**config.mk**
```make
export PLATFORM = sky130hd
export DESIGN_NAME = paced_window_sender_unit
export DESIGN_NICKNAME = d
export VERILOG_FILES = /design/src/hw/rtl/pws_pkg.sv /design/src/hw/rtl/pws_divider.sv /design/src/hw/rtl/pws_datapath.sv /design/src/hw/rtl/pws_control.sv /design/src/hw/rtl/paced_window_sender_unit.sv
export SDC_FILE = /design/constraint.sdc
export NUM_CORES = 2
export LEC_CHECK = 0
export BUFFER_PORTS_ARGS = -buffer_cell sky130_fd_sc_hd__buf_2
export CAP_MARGIN = 20
export CELL_PAD_IN_SITES_DETAIL_PLACEMENT = 1
export CELL_PAD_IN_SITES_GLOBAL_PLACEMENT = 1
export CORE_UTILIZATION = 51
export DETAILED_ROUTE_END_ITERATION = 8
export MAX_ROUTING_LAYER = met4
export PLACE_DENSITY = 0.88
export SLEW_MARGIN = 20
export SYNTH_ARGS = -nofsm -noshare
export SYNTH_HDL_FRONTEND = slang
export SYNTH_SLANG_ARGS = --single-unit
```
**constraint.sdc**
```tcl
create_clock -name clk -period 12.3 [get_ports clk]
set_clock_uncertainty 0.2 [all_clocks]
set_input_delay 1.845 -clock clk [delete_from_list [all_inputs] [get_ports clk]]
set_output_delay 1.845 -clock clk [all_outputs]
set_load 0.05 [all_outputs]
```
**src/hw/rtl/pws_pkg.sv**
```systemverilog
// Shared types and constants for the paced window sender.
package pws_pkg;

  localparam logic [1:0] OP_ACK     = 2'd0;
  localparam logic [1:0] OP_TICK    = 2'd1;
  localparam logic [1:0] OP_RESTART = 2'd2;

  localparam logic [2:0] REG_PAYLOAD  = 3'd0;
  localparam logic [2:0] REG_WINDOW   = 3'd1;
  localparam logic [2:0] REG_RATE     = 3'd2;
  localparam logic [2:0] REG_SEQUENCE = 3'd3;
  localparam logic [2:0] REG_IP_ID    = 3'd4;
  localparam logic [2:0] REG_TIMEOUT  = 3'd5;

  localparam logic [63:0] NEVER    = '1;
  localparam logic [63:0] NS_PER_S = 64'd1000000000;

  typedef enum logic [3:0] {
    ST_IDLE,
    ST_TICK_CHECK,
    ST_RATE_LO,
    ST_RATE_HI,
    ST_RATE_DONE,
    ST_SEND_CHECK,
    ST_COUNT_DIV,
    ST_BYTES_MUL,
    ST_TIME_MUL,
    ST_TIME_DIV,
    ST_COMMIT,
    ST_OUTPUT
  } state_t;

  // Controller to datapath.
  typedef struct packed {
    logic do_ack;
    logic do_restart;
    logic load_in;
    logic timeout_apply;
    logic rate_mul;
    logic rate_mul_lo;
    logic rate_mul_hi;
    logic rate_done;
    logic count_div_start;
    logic count_done;
    logic bytes_mul;
    logic time_mul;
    logic time_div_start;
    logic commit;
    logic clear_result;
    logic result_load;
  } cmd_t;

  // Datapath to controller.
  typedef struct packed {
    logic timeout_hit;
    logic send_ok;
    logic count_nonzero;
    logic div_busy;
  } status_t;

endpackage

```
**src/hw/rtl/pws_divider.sv**
```systemverilog
// Restoring serial divider, one quotient bit per cycle.
module pws_divider #(
  parameter int Width = 64
) (
  input  logic             clk,
  input  logic             rst,
  input  logic             start,
  input  logic [Width-1:0] dividend,
  input  logic [Width-1:0] divisor,
  output logic             busy,
  output logic [Width-1:0] quotient
);

  localparam int CntW = $clog2(Width + 1);

  logic [Width-1:0] rem;
  logic [Width-1:0] dvs;
  logic [CntW-1:0]  cnt;
  logic [Width:0]   trial;

  assign trial = {rem, quotient[Width-1]} - {1'b0, dvs};

  always_ff @(posedge clk) begin
    if (rst) begin
      busy <= 1'b0;
      cnt  <= '0;
    end else if (start) begin
      busy     <= 1'b1;
      cnt      <= CntW'(Width);
      rem      <= '0;
      dvs      <= divisor;
      quotient <= dividend;
    end else if (busy) begin
      if (trial[Width]) begin
        rem      <= {rem[Width-2:0], quotient[Width-1]};
        quotient <= {quotient[Width-2:0], 1'b0};
      end else begin
        rem      <= trial[Width-1:0];
        quotient <= {quotient[Width-2:0], 1'b1};
      end
      cnt <= cnt - 1'b1;
      if (cnt == CntW'(1)) begin
        busy <= 1'b0;
      end
    end
  end

endmodule

```
**src/hw/rtl/pws_datapath.sv**
```systemverilog
// Sender state, config registers, arithmetic and result register.
module pws_datapath #(
  parameter int MaxBurst = 256
) (
  input  logic            clk,
  input  logic            rst,
  input  logic            cfg_valid,
  input  logic [2:0]      cfg_index,
  input  logic [33:0]     cfg_data,
  input  logic [63:0]     in_now_ns,
  input  logic [31:0]     in_ack_number,
  input  pws_pkg::cmd_t   cmd,
  output pws_pkg::status_t status,
  output logic [8:0]      segment_count,
  output logic [31:0]     first_sequence,
  output logic [15:0]     first_ip_id,
  output logic            timed_out,
  output logic [33:0]     rate_now
);

  localparam int CountW = $clog2(MaxBurst + 1);

  // ceil(2^42 / 125): floor(z / 125) == (z * RecipM) >> 42 for z below 2^35.
  localparam logic [35:0] RecipM = 36'd35184372089;

  logic [10:0] payload_bytes;
  logic [16:0] window_bytes;
  logic [33:0] start_rate;
  logic [31:0] start_sequence;
  logic [15:0] start_ip_id;
  logic [31:0] resend_timeout_ns;

  logic [31:0] oldest_unacked, next_sequence;
  logic [15:0] next_ip_id;
  logic [33:0] pacing_rate;
  logic [63:0] resend_deadline, next_send_time;

  logic [63:0] now;
  logic [31:0] ack;
  logic [63:0] prod;
  logic [CountW-1:0] count;
  logic [27:0] bytes;

  logic        div_start;
  logic [63:0] div_a, div_b, div_q;
  logic        div_busy;

  logic [31:0] diff, inflight;
  logic [64:0] dl_sum;
  logic [63:0] dl_sat;

  // Rate cut: (r*992+999)/1000 == r + 1 - floor((r + 125) / 125).
  logic [34:0] rate_z;
  logic [53:0] rate_lo, rate_lo_prod;
  logic [52:0] rate_hi_prod;
  logic [71:0] rate_sum;
  logic [29:0] rate_q;
  logic [33:0] rate_cut;

  assign rate_lo_prod = {36'd0, rate_z[17:0]} * {18'd0, RecipM};
  assign rate_hi_prod = {36'd0, rate_z[34:18]} * {17'd0, RecipM};
  assign rate_sum     = {18'd0, rate_lo} + {1'b0, rate_hi_prod, 18'd0};
  assign rate_cut     = pacing_rate + 34'd1 - {4'd0, rate_q};

  assign diff     = ack - oldest_unacked;
  assign inflight = next_sequence - oldest_unacked;
  assign dl_sum   = {1'b0, now} + {33'd0, resend_timeout_ns};
  assign dl_sat   = dl_sum[64] ? pws_pkg::NEVER : dl_sum[63:0];

  assign status.timeout_hit   = (resend_deadline != pws_pkg::NEVER) && (now >= resend_deadline);
  assign status.send_ok       = (now > next_send_time) && (inflight < {15'd0, window_bytes})
                                && (payload_bytes != 11'd0);
  assign status.count_nonzero = (count != '0);
  assign status.div_busy      = div_busy;

  assign div_start = cmd.count_div_start | cmd.time_div_start;

  always_comb begin
    div_a = prod;
    div_b = {30'd0, pacing_rate};
    if (cmd.count_div_start) begin
      div_a = 64'({15'd0, window_bytes} - inflight);
      div_b = {53'd0, payload_bytes};
    end
  end

  pws_divider #(.Width(64)) u_div (
    .clk      (clk),
    .rst      (rst),
    .start    (div_start),
    .dividend (div_a),
    .divisor  (div_b),
    .busy     (div_busy),
    .quotient (div_q)
  );

  logic [64:0] ns_sum;
  assign ns_sum = {1'b0, now} + {1'b0, div_q};

  always_ff @(posedge clk) begin
    if (rst) begin
      payload_bytes     <= 11'd1024;
      window_bytes      <= 17'd65535;
      start_rate        <= 34'd125000000;
      start_sequence    <= 32'd12345678;
      start_ip_id       <= 16'd0;
      resend_timeout_ns <= 32'd100000000;
      oldest_unacked    <= '0;
      next_sequence     <= '0;
      next_ip_id        <= '0;
      pacing_rate       <= 34'd1;
      resend_deadline   <= pws_pkg::NEVER;
      next_send_time    <= '0;
    end else begin
      if (cfg_valid) begin
        case (cfg_index)
          pws_pkg::REG_PAYLOAD:  payload_bytes     <= cfg_data[10:0];
          pws_pkg::REG_WINDOW:   window_bytes      <= cfg_data[16:0];
          pws_pkg::REG_RATE:     start_rate        <= cfg_data;
          pws_pkg::REG_SEQUENCE: start_sequence    <= cfg_data[31:0];
          pws_pkg::REG_IP_ID:    start_ip_id       <= cfg_data[15:0];
          pws_pkg::REG_TIMEOUT:  resend_timeout_ns <= cfg_data[31:0];
          default: ;
        endcase
      end
      if (cmd.do_ack && diff != 32'd0 && !diff[31]) begin
        oldest_unacked  <= ack;
        resend_deadline <= (ack == next_sequence) ? pws_pkg::NEVER : dl_sat;
      end
      if (cmd.do_restart) begin
        oldest_unacked  <= start_sequence;
        next_sequence   <= start_sequence;
        next_ip_id      <= start_ip_id;
        pacing_rate     <= (start_rate == 34'd0) ? 34'd1 : start_rate;
        resend_deadline <= pws_pkg::NEVER;
        next_send_time  <= '0;
      end
      if (cmd.timeout_apply) begin
        next_sequence   <= oldest_unacked;
        resend_deadline <= pws_pkg::NEVER;
      end
      if (cmd.rate_done) begin
        pacing_rate <= (rate_cut == 34'd0) ? 34'd1 : rate_cut;
      end
      if (cmd.commit) begin
        next_sequence   <= next_sequence + {4'd0, bytes};
        next_ip_id      <= next_ip_id + 16'(count);
        next_send_time  <= ns_sum[64] ? pws_pkg::NEVER : ns_sum[63:0];
        resend_deadline <= dl_sat;
      end
    end
  end

  always_ff @(posedge clk) begin
    if (cmd.load_in) begin
      now <= in_now_ns;
      ack <= in_ack_number;
    end
    if (cmd.rate_mul) begin
      rate_z <= {1'b0, pacing_rate} + 35'd125;
    end
    if (cmd.rate_mul_lo) begin
      rate_lo <= rate_lo_prod;
    end
    if (cmd.rate_mul_hi) begin
      rate_q <= rate_sum[71:42];
    end
    if (cmd.clear_result) begin
      count          <= '0;
      timed_out      <= cmd.timeout_apply;
      segment_count  <= '0;
      first_sequence <= '0;
      first_ip_id    <= '0;
    end
    if (cmd.count_done) begin
      count <= (div_q > 64'(MaxBurst)) ? CountW'(MaxBurst) : div_q[CountW-1:0];
    end
    if (cmd.bytes_mul) begin
      bytes <= 28'(count) * {17'd0, payload_bytes};
    end
    if (cmd.time_mul) begin
      prod <= pws_pkg::NS_PER_S * {36'd0, bytes};
    end
    if (cmd.commit) begin
      segment_count  <= 9'(count);
      first_sequence <= next_sequence;
      first_ip_id    <= next_ip_id;
    end
    if (cmd.result_load) begin
      rate_now <= pacing_rate;
    end
  end

endmodule

```
**src/hw/rtl/pws_control.sv**
```systemverilog
// Sequencer for ack, restart and tick items.
module pws_control (
  input  logic             clk,
  input  logic             rst,
  input  logic             s_tvalid,
  output logic             s_tready,
  input  logic [1:0]       s_op,
  output logic             m_tvalid,
  input  logic             m_tready,
  input  pws_pkg::status_t status,
  output pws_pkg::cmd_t    cmd
);

  pws_pkg::state_t state, state_next;
  logic [1:0] op;
  logic out_full, out_full_next;

  always_ff @(posedge clk) begin
    if (rst) begin
      state    <= pws_pkg::ST_IDLE;
      out_full <= 1'b0;
      op       <= '0;
    end else begin
      state    <= state_next;
      out_full <= out_full_next;
      if (s_tvalid && s_tready) op <= s_op;
    end
  end

  assign m_tvalid = out_full;

  always_comb begin
    state_next    = state;
    cmd           = '0;
    s_tready      = 1'b0;
    out_full_next = out_full && !m_tready;
    case (state)
      pws_pkg::ST_IDLE: begin
        s_tready = 1'b1;
        if (s_tvalid) begin
          cmd.load_in = 1'b1;
          state_next  = pws_pkg::ST_TICK_CHECK;
        end
      end
      pws_pkg::ST_TICK_CHECK: begin
        if (op == pws_pkg::OP_ACK) begin
          cmd.do_ack = 1'b1;
          state_next = pws_pkg::ST_IDLE;
        end else if (op == pws_pkg::OP_RESTART) begin
          cmd.do_restart = 1'b1;
          state_next     = pws_pkg::ST_IDLE;
        end else if (op != pws_pkg::OP_TICK) begin
          state_next = pws_pkg::ST_IDLE;
        end else if (!out_full_next) begin
          cmd.clear_result = 1'b1;
          if (status.timeout_hit) begin
            cmd.timeout_apply = 1'b1;
            cmd.rate_mul      = 1'b1;
            state_next        = pws_pkg::ST_RATE_LO;
          end else begin
            state_next = pws_pkg::ST_SEND_CHECK;
          end
        end
      end
      pws_pkg::ST_RATE_LO: begin
        cmd.rate_mul_lo = 1'b1;
        state_next      = pws_pkg::ST_RATE_HI;
      end
      pws_pkg::ST_RATE_HI: begin
        cmd.rate_mul_hi = 1'b1;
        state_next      = pws_pkg::ST_RATE_DONE;
      end
      pws_pkg::ST_RATE_DONE: begin
        cmd.rate_done = 1'b1;
        state_next    = pws_pkg::ST_SEND_CHECK;
      end
      pws_pkg::ST_SEND_CHECK: begin
        if (status.send_ok) begin
          cmd.count_div_start = 1'b1;
          state_next          = pws_pkg::ST_COUNT_DIV;
        end else begin
          state_next = pws_pkg::ST_OUTPUT;
        end
      end
      pws_pkg::ST_COUNT_DIV: begin
        if (!status.div_busy) begin
          cmd.count_done = 1'b1;
          state_next     = pws_pkg::ST_BYTES_MUL;
        end
      end
      pws_pkg::ST_BYTES_MUL: begin
        if (status.count_nonzero) begin
          cmd.bytes_mul = 1'b1;
          state_next    = pws_pkg::ST_TIME_MUL;
        end else begin
          state_next = pws_pkg::ST_OUTPUT;
        end
      end
      pws_pkg::ST_TIME_MUL: begin
        cmd.time_mul = 1'b1;
        state_next   = pws_pkg::ST_TIME_DIV;
      end
      pws_pkg::ST_TIME_DIV: begin
        cmd.time_div_start = 1'b1;
        state_next         = pws_pkg::ST_COMMIT;
      end
      pws_pkg::ST_COMMIT: begin
        if (!status.div_busy) begin
          cmd.commit = 1'b1;
          state_next = pws_pkg::ST_OUTPUT;
        end
      end
      pws_pkg::ST_OUTPUT: begin
        cmd.result_load = 1'b1;
        out_full_next   = 1'b1;
        state_next      = pws_pkg::ST_IDLE;
      end
      default: state_next = pws_pkg::ST_IDLE;
    endcase
  end

endmodule

```
**src/hw/rtl/paced_window_sender_unit.sv**
```systemverilog
// Top level of the paced window sender: ack, tick and restart items in, burst words out.
// Ack and restart items pass through the load and check states only; a tick that sends uses the
// shared 64-step serial divider (burst count and send-time division run on it), and the rate cut
// is a two-step reciprocal multiply.
// Throughput: one item at a time; the result register lets the next item start while a
// finished word waits, a tick only stalls if the previous result is still untaken.
// Reset: synchronous rst loads the default registers and clears the sender state.
module paced_window_sender_unit #(
  parameter int MaxBurst = 256
) (
  input  logic         clk,
  input  logic         rst,
  // Input words.
  input  logic         s_tvalid,
  output logic         s_tready,
  input  logic [103:0] s_tdata,   // operation[1:0], now_ns[65:2], ack_number[97:66], zero pad
  // Result words.
  output logic         m_tvalid,
  input  logic         m_tready,
  output logic [95:0]  m_tdata,   // segment_count[8:0], first_sequence[40:9],
                                  // first_ip_id[56:41], timed_out[57], rate_now[91:58], pad
  // Configuration writes.
  input  logic         cfg_valid,
  output logic         cfg_ready,
  input  logic [2:0]   cfg_index,
  input  logic [33:0]  cfg_data
);

  pws_pkg::cmd_t    cmd;
  pws_pkg::status_t status;

  logic [8:0]  segment_count;
  logic [31:0] first_sequence;
  logic [15:0] first_ip_id;
  logic        timed_out;
  logic [33:0] rate_now;

  // Config writes must come only while idle; the block does not enforce this and always accepts.
  assign cfg_ready = 1'b1;

  pws_control u_ctrl (
    .clk      (clk),
    .rst      (rst),
    .s_tvalid (s_tvalid),
    .s_tready (s_tready),
    .s_op     (s_tdata[1:0]),
    .m_tvalid (m_tvalid),
    .m_tready (m_tready),
    .status   (status),
    .cmd      (cmd)
  );

  pws_datapath #(.MaxBurst(MaxBurst)) u_dp (
    .clk            (clk),
    .rst            (rst),
    .cfg_valid      (cfg_valid),
    .cfg_index      (cfg_index),
    .cfg_data       (cfg_data),
    .in_now_ns      (s_tdata[65:2]),
    .in_ack_number  (s_tdata[97:66]),
    .cmd            (cmd),
    .status         (status),
    .segment_count  (segment_count),
    .first_sequence (first_sequence),
    .first_ip_id    (first_ip_id),
    .timed_out      (timed_out),
    .rate_now       (rate_now)
  );

  // Result words hold until taken: fields only change in a tick after out_full clears.
  assign m_tdata = {4'd0, rate_now, timed_out, first_ip_id, first_sequence, segment_count};

endmodule

```
**Word-level counts from Yosys, hierarchy flattened**

Index checks and enable logic that the tools add are counted.
Widths: inputs -> output; s select.

- Bitwise logic cells: 2
- Muxes and demuxes: 83
- $mul: 4
- Equal/unequal tests: 25
- Add/subtract/negate cells: 13
- Reductions and logical operators: 35
- $lt $le $gt $ge: 4

Operator list:

| operator | count |
|---|---|
| $mux 64 | 14 |
| $mux 32 | 7 |
| $mux 34 | 4 |
| $add 54x71->72 | 1 |
| $logic_not 34->1 | 2 |
| $add 64x32->65 | 1 |
| $add 64x64->65 | 1 |
| $sub 65x64->65 | 1 |
| $ge 64x64->1 | 1 |
| $gt 64x64->1 | 1 |
| $gt 64x9->1 const B | 1 |
| $mux 16 | 4 |
| $ne 64x64->1 const B | 1 |
| $sub 32x32->32 | 2 |
| $mul 18x36->54 const B | 1 |
| $mul 17x36->53 const B | 1 |
| $pmux 4 s11 | 1 |
| $mul 21x20->41 const A | 1 |
| $mux 9 | 4 |
| $add 34x7->35 const B | 1 |
| $add 34x1->34 const B | 1 |
| $sub 34x30->34 | 1 |
| $sub 17x32->33 | 1 |
| $add 32x20->32 | 1 |
| 39 further kinds | 112 |

- Register bits: 976
- Bits of input ports: 146
- Logic and storage cells: 201
- Output and inout bits: 99

**Logic depth before layout (Yosys ltp)**

- Word-level depth: 10
- Depth in mapped cells: 35
- Mapped depth without buffers: 35

**Modules after synthesis**

A second synthesis with hierarchy kept.

- Cells, all modules: 9371
- Area, all modules: 88551.2 µm²

By module, submodules not included:

| module | cells each | times used | sequential area each (µm²) | area each (µm²) |
|---|---|---|---|---|
| pws_datapath | 8197 | 1 | 18467.7 | 75870.3 |
| pws_divider | 1090 | 1 | 5925.7 | 12061.6 |
| pws_control | 76 | 1 | 140.1 | 566.8 |
| paced_window_sender_unit | 8 | 1 | 0.0 | 52.6 |

**Worst setup path before layout**

Ideal clock, no wire load.

- Kind: register -> register
- From: register u_dp.next_sequence[0]
- To: register u_dp.u_div.quotient[0] (enable)
- Data required time: 11.443 ns
- Buffers on the path: 2
- Arrival time: 10.225 ns
- Setup slack: 1.218 ns
- Stages on the path, launching flop included: 25
- Library setup time: 0.657 ns
- Clock period less this slack: 11.082 ns
- Cells stage by stage: dfxtp_1 inv_1 ha_1 inv_1 fa_1 a21o_1 a31o_2 a21boi_2 a21oi_1 a21oi_1 o21bai_1 a21oi_1 o21bai_1 xnor2_1 ha_1 nand4_1 nor4_1 a21oi_1 o21ai_0 a2111oi_2 and4b_1 buf_2 buf_4 nor2_1 a21oi_1

- Cells in the longest elaborated chain, start to end: 9

Ends and longest elaborated chain:

| element | line | text |
|---|---|---|
| from (decl) | pws_datapath.sv:33 | `logic [31:0] oldest_unacked, next_sequence;` |
| from (signal assigned) | pws_datapath.sv:132 | `next_sequence <= start_sequence;` |
| from (signal assigned) | pws_datapath.sv:139 | `next_sequence <= oldest_unacked;` |
| from (signal assigned) | pws_datapath.sv:146 | `next_sequence <= next_sequence + {4'd0, bytes};` |
| $sub 32x32->32 | pws_datapath.sv:66 | `assign inflight = next_sequence - oldest_unacked;` |
| $lt 32x17->1 | pws_datapath.sv:71 | `assign status.send_ok = (now > next_send_time) && (inflight < {15'd0, window_bytes})` |
| $logic_and 1x1->1 | pws_datapath.sv:71 |  |
| $logic_and 1x1->1 | pws_datapath.sv:72 | `&& (payload_bytes != 11'd0);` |
| $mux 1 | pws_control.sv:78 | `if (status.send_ok) begin` |
| $mux 1 | pws_control.sv:37 | `case (state)` |
| $or 1x1->1 | pws_datapath.sv:76 | `assign div_start = cmd.count_div_start \| cmd.time_div_start;` |
| $reduce_bool 2->1 (no line) | -- |  |
| $reduce_and 2->1 (no line) | -- |  |
| to (signal assigned) | pws_divider.sv:32 | `quotient <= dividend;` |
| to (signal assigned) | pws_divider.sv:36 | `quotient <= {quotient[Width-2:0], 1'b0};` |
| to (signal assigned) | pws_divider.sv:39 | `quotient <= {quotient[Width-2:0], 1'b1};` |
| to (decl) | pws_divider.sv:11 | `output logic [Width-1:0] quotient` |

No other way between the ends.
A chain may end at the register's enable or synchronous reset.

**Worst setup path after layout**

- From: register u_dp.rate_z[27]
- To: register u_dp.rate_q[23] (data pin)

- Cells in the longest elaborated chain, start to end: 2

Ends and longest elaborated chain:

| element | line | text |
|---|---|---|
| from (decl) | pws_datapath.sv:53 | `logic [34:0] rate_z;` |
| from (signal assigned) | pws_datapath.sv:160 | `rate_z <= {1'b0, pacing_rate} + 35'd125;` |
| $mul 17x36->53 | pws_datapath.sv:61 | `assign rate_hi_prod = {36'd0, rate_z[34:18]} * {17'd0, RecipM};` |
| $add 54x71->72 | pws_datapath.sv:62 | `assign rate_sum = {18'd0, rate_lo} + {1'b0, rate_hi_prod, 18'd0};` |
| net u_dp.rate_sum[65] | pws_datapath.sv:56 | `logic [71:0] rate_sum;` |
| to (signal assigned) | pws_datapath.sv:166 | `rate_q <= rate_sum[71:42];` |
| to (decl) | pws_datapath.sv:57 | `logic [29:0] rate_q;` |

The timed path passes the listed nets, and every way through them passes these cells.

==> metrics.cfg <==
[run_status]
status = finished clean

[die]
initial_core_util_pct = 51.3
die-area_mm2 = 0.167
die_x_um = 409
io_pins = 245
num_rows = 149
die_y_um = 409
coreArea_mm2 = 0.165

[placement]
place_congestion = 0.982
placed_area_mm2 = 0.0879
port_buffers = 233
dp_hpwl_mm = 234

[synth]
synth_flop_cell = edfxtp_1
synth_area_leaders = edfxtp_1 19%, ha_1 16%, fa_1 15%, dfxtp_1 9.4%, inv_1 5.6%
yosysMostFrequentCell = inv_1
synth_enable_flop_cells = 521
netlist_top_cells_count = 1251 x inv_1, 1099 x ha_1, 765 x nand2_1
ys_ff_latch = 920
async_flop_share_pct = 0
syn-cell-area_mm2 = 0.0845
yosysSeqAreaShare_pct = 28.0
syn_inst = 9045
syn_avg_cell_area_um2 = 9.35
ys_warn_count = 0
synth_top_area_share_pct = 18.5
yosys.area.top_type = edfxtp_1
ys_types = 98

[grt]
track_usage_pct = 36.5
overflow = 0
antenna_found_initial = 29
grt_start_max_net_pins = 127
grt_pass1_vias = 76800
grt_pass1_wl_mm = 457

[timing]
fin_crit_sh_pct = 81.9
fmax_ghz = 0.0992
tightestPinTransition_ps = 1170
setup_tns_ps = 0
slew_viol_final = 0
rsz0062_at_grt = false
hold_viol = 0
min_period_ps = 10080
slew_headroom_pct = 21.4
setup_viol = 0

[power_and_ir_drop]
power_mw = 9.26
power_density_mw_per_mm2 = 101
peakVddDrop_uv = 117
p_sw_share_pct = 32.8
p_int_mw = 6.22
clkPwrFrac_pct = 38.3
p_leak_nw = 42.0
power.switching_mw = 3.04
p_seq_share_pct = 38.2
pwr-share-comb_pct = 23.5

[detailed_routing]
dr.first_iter.drc_count = 5897
num_vias = 71100
postRouteAntennaNets = 0
firstDrtPassIters = 6
totalWireLength_mm = 301
routed_via_density = 6.19
route.detailed.drc = 0
wl_per_cell_um = 26.2

[critical_path]
crit_type = reg -> reg
cp.required_ps = 12590
cp.arrival_ps = 10370
slowest_delay_ps = 870
rrSetupSlack_ps = 2220
slowest_stage = edfxtp_1
cp_common_cell = inv_1
critPathLaunchType = flip-flop
worstSetupEndpointType = flip-flop
crit_fanout = 10

[layout]
areaGrowthSynthToFinish_pct = 8.77
nets = 11000
layout-drive-gt1-share_pct = 6.34
fin_area_mm2 = 0.0919

[clock_tree]
clock-root-buffer = clkbuf_16
cts_tree = yes
cts-hold-fix-buffers = 0
cts.sinks = 920
numCtsBuffers = 109
clockBufferDepth = 3
clock_latency_ps = 800
post_cts_buffers = 0
cts-htree-levels = 3
clk_pin_slew_ps = 60
ctsResizeCount = 0

[flow_run]
maxCapViolations = 0

[hold_path]
holdCritPathClass = reg -> reg

cells by family after synthesis:
logic type	after synthesis	share of synthesized area [%]
adders and majority gates	1722	31.0
DFF	920	28.0
buffers and inverters	1536	6.93
AOI/OAI and AO/OA	1896	14.3
muxes	137	1.64
and+or+nand+nor	2368	13.3
xor gates and xnor gates	464	4.81
other	2	0.00888
cell usage in the layout (no fill, tap or decap), types with 67 or more instances in the layout:
cell type and instances:
nor3_1 125, nand3_1 162, dfxtp_1 399, mux2i_1 125, nand2_1 761, fa_1 623, and2_1 118, a211oi_1 81
xor2_1 181, buf_2 232, buf_4 67, nor2_1 594, nand4_1 110, clkbuf_16 118, o21a_1 80, nand2b_1 98
o21ai_0 334, inv_1 1249, a21oi_1 674, xnor2_1 283, and3_1 74, ha_1 1099, nor2b_1 88, a21o_1 219
edfxtp_1 521
registers in the layout, summed over array words and instances, names as in the netlist, 34 cells and up:
register and flops:
u_dp.resend_deadline 64, u_dp.u_div.quotient 64, u_dp.rate_lo 36, u_dp.rate_now 34
u_dp.prod 41, u_dp.now 64, u_dp.next_send_time 64, u_dp.start_rate 34
u_dp.u_div.rem 64, u_dp.pacing_rate 34, u_dp.rate_z 35, u_dp.u_div.dvs 34
cell type report:
type                    count  area (µm²)
repair buffers            302        1730
fillers                 18800       72900
clock inverters            56         699
flip-flops and latches    920       23600
inverters                1252        4700
well taps                2189        2740
multi-input cells        6593       55200
clock buffers             150        3190
diodes                     23        57.6
final timing paths:
| path | from | endpoint | depth (start not counted) |
|---|---|---|---|
| max | u_dp.rate_z[27] | u_dp.rate_q[23] | 32 |
| min | u_dp.start_sequence[25] | u_dp.start_sequence[25] | 2 |
| max reg2reg | u_dp.rate_z[27] | u_dp.rate_q[23] | 32 |
| min reg2reg | u_dp.start_sequence[25] | u_dp.start_sequence[25] | 2 |
routing by layer:
metal / routed length [µm] / up-vias / part of all wire [%] / global-route usage (%)
met3: 20400 / 936 / 6.8 / 4.95
met1: 117000 / 35900 / 39 / 43.1
met5: 0 / - / 0 / -
met2: 145000 / 2767 / 48 / 59.9
li1: - / 31500 / - / -
met4: 19500 / 0 / 6.5 / 20.6
per-stage QoR:
stage / hold slack (ps) / util [%] / cells / setup WS (ps)
3_5_place_dp: 251 / 53.4 / 11300 / 2420
6_report: 261 / 55.8 / 11500 / 2220
5_1_grt: 284 / 55.8 / 11500 / 1830
2_1_floorplan: 225 / - / 9049 / 1220
3_3_place_gp: 237 / 53.4 / 11300 / 2750
4_1_cts: 260 / 55.7 / 11500 / 2330
power by group through the flow:
stage	clock network (mW)	logic, mW	registers, mW
finish	3.55	2.18	3.53
global route	3.67	2.33	3.53
CTS	3.56	2.13	3.52
detailed placement	0	2.09	3.59
global placement	0	1.99	3.58
floorplan	0	1.45	3.51
worst max-delay path: cells and delay by family (launching register included):
| family | cells | cell delay (ps) |
|---|---|---|
| xor gates and xnor gates | 2 | 230 |
| adders and majority gates | 8 | 3390 |
| and+or+nand+nor | 3 | 570 |
| AOI/OAI and AO/OA | 13 | 3980 |
| buffers and inverters | 6 | 570 |
| DFF | 1 | 870 |
Power figures use the tool's default switching activity.
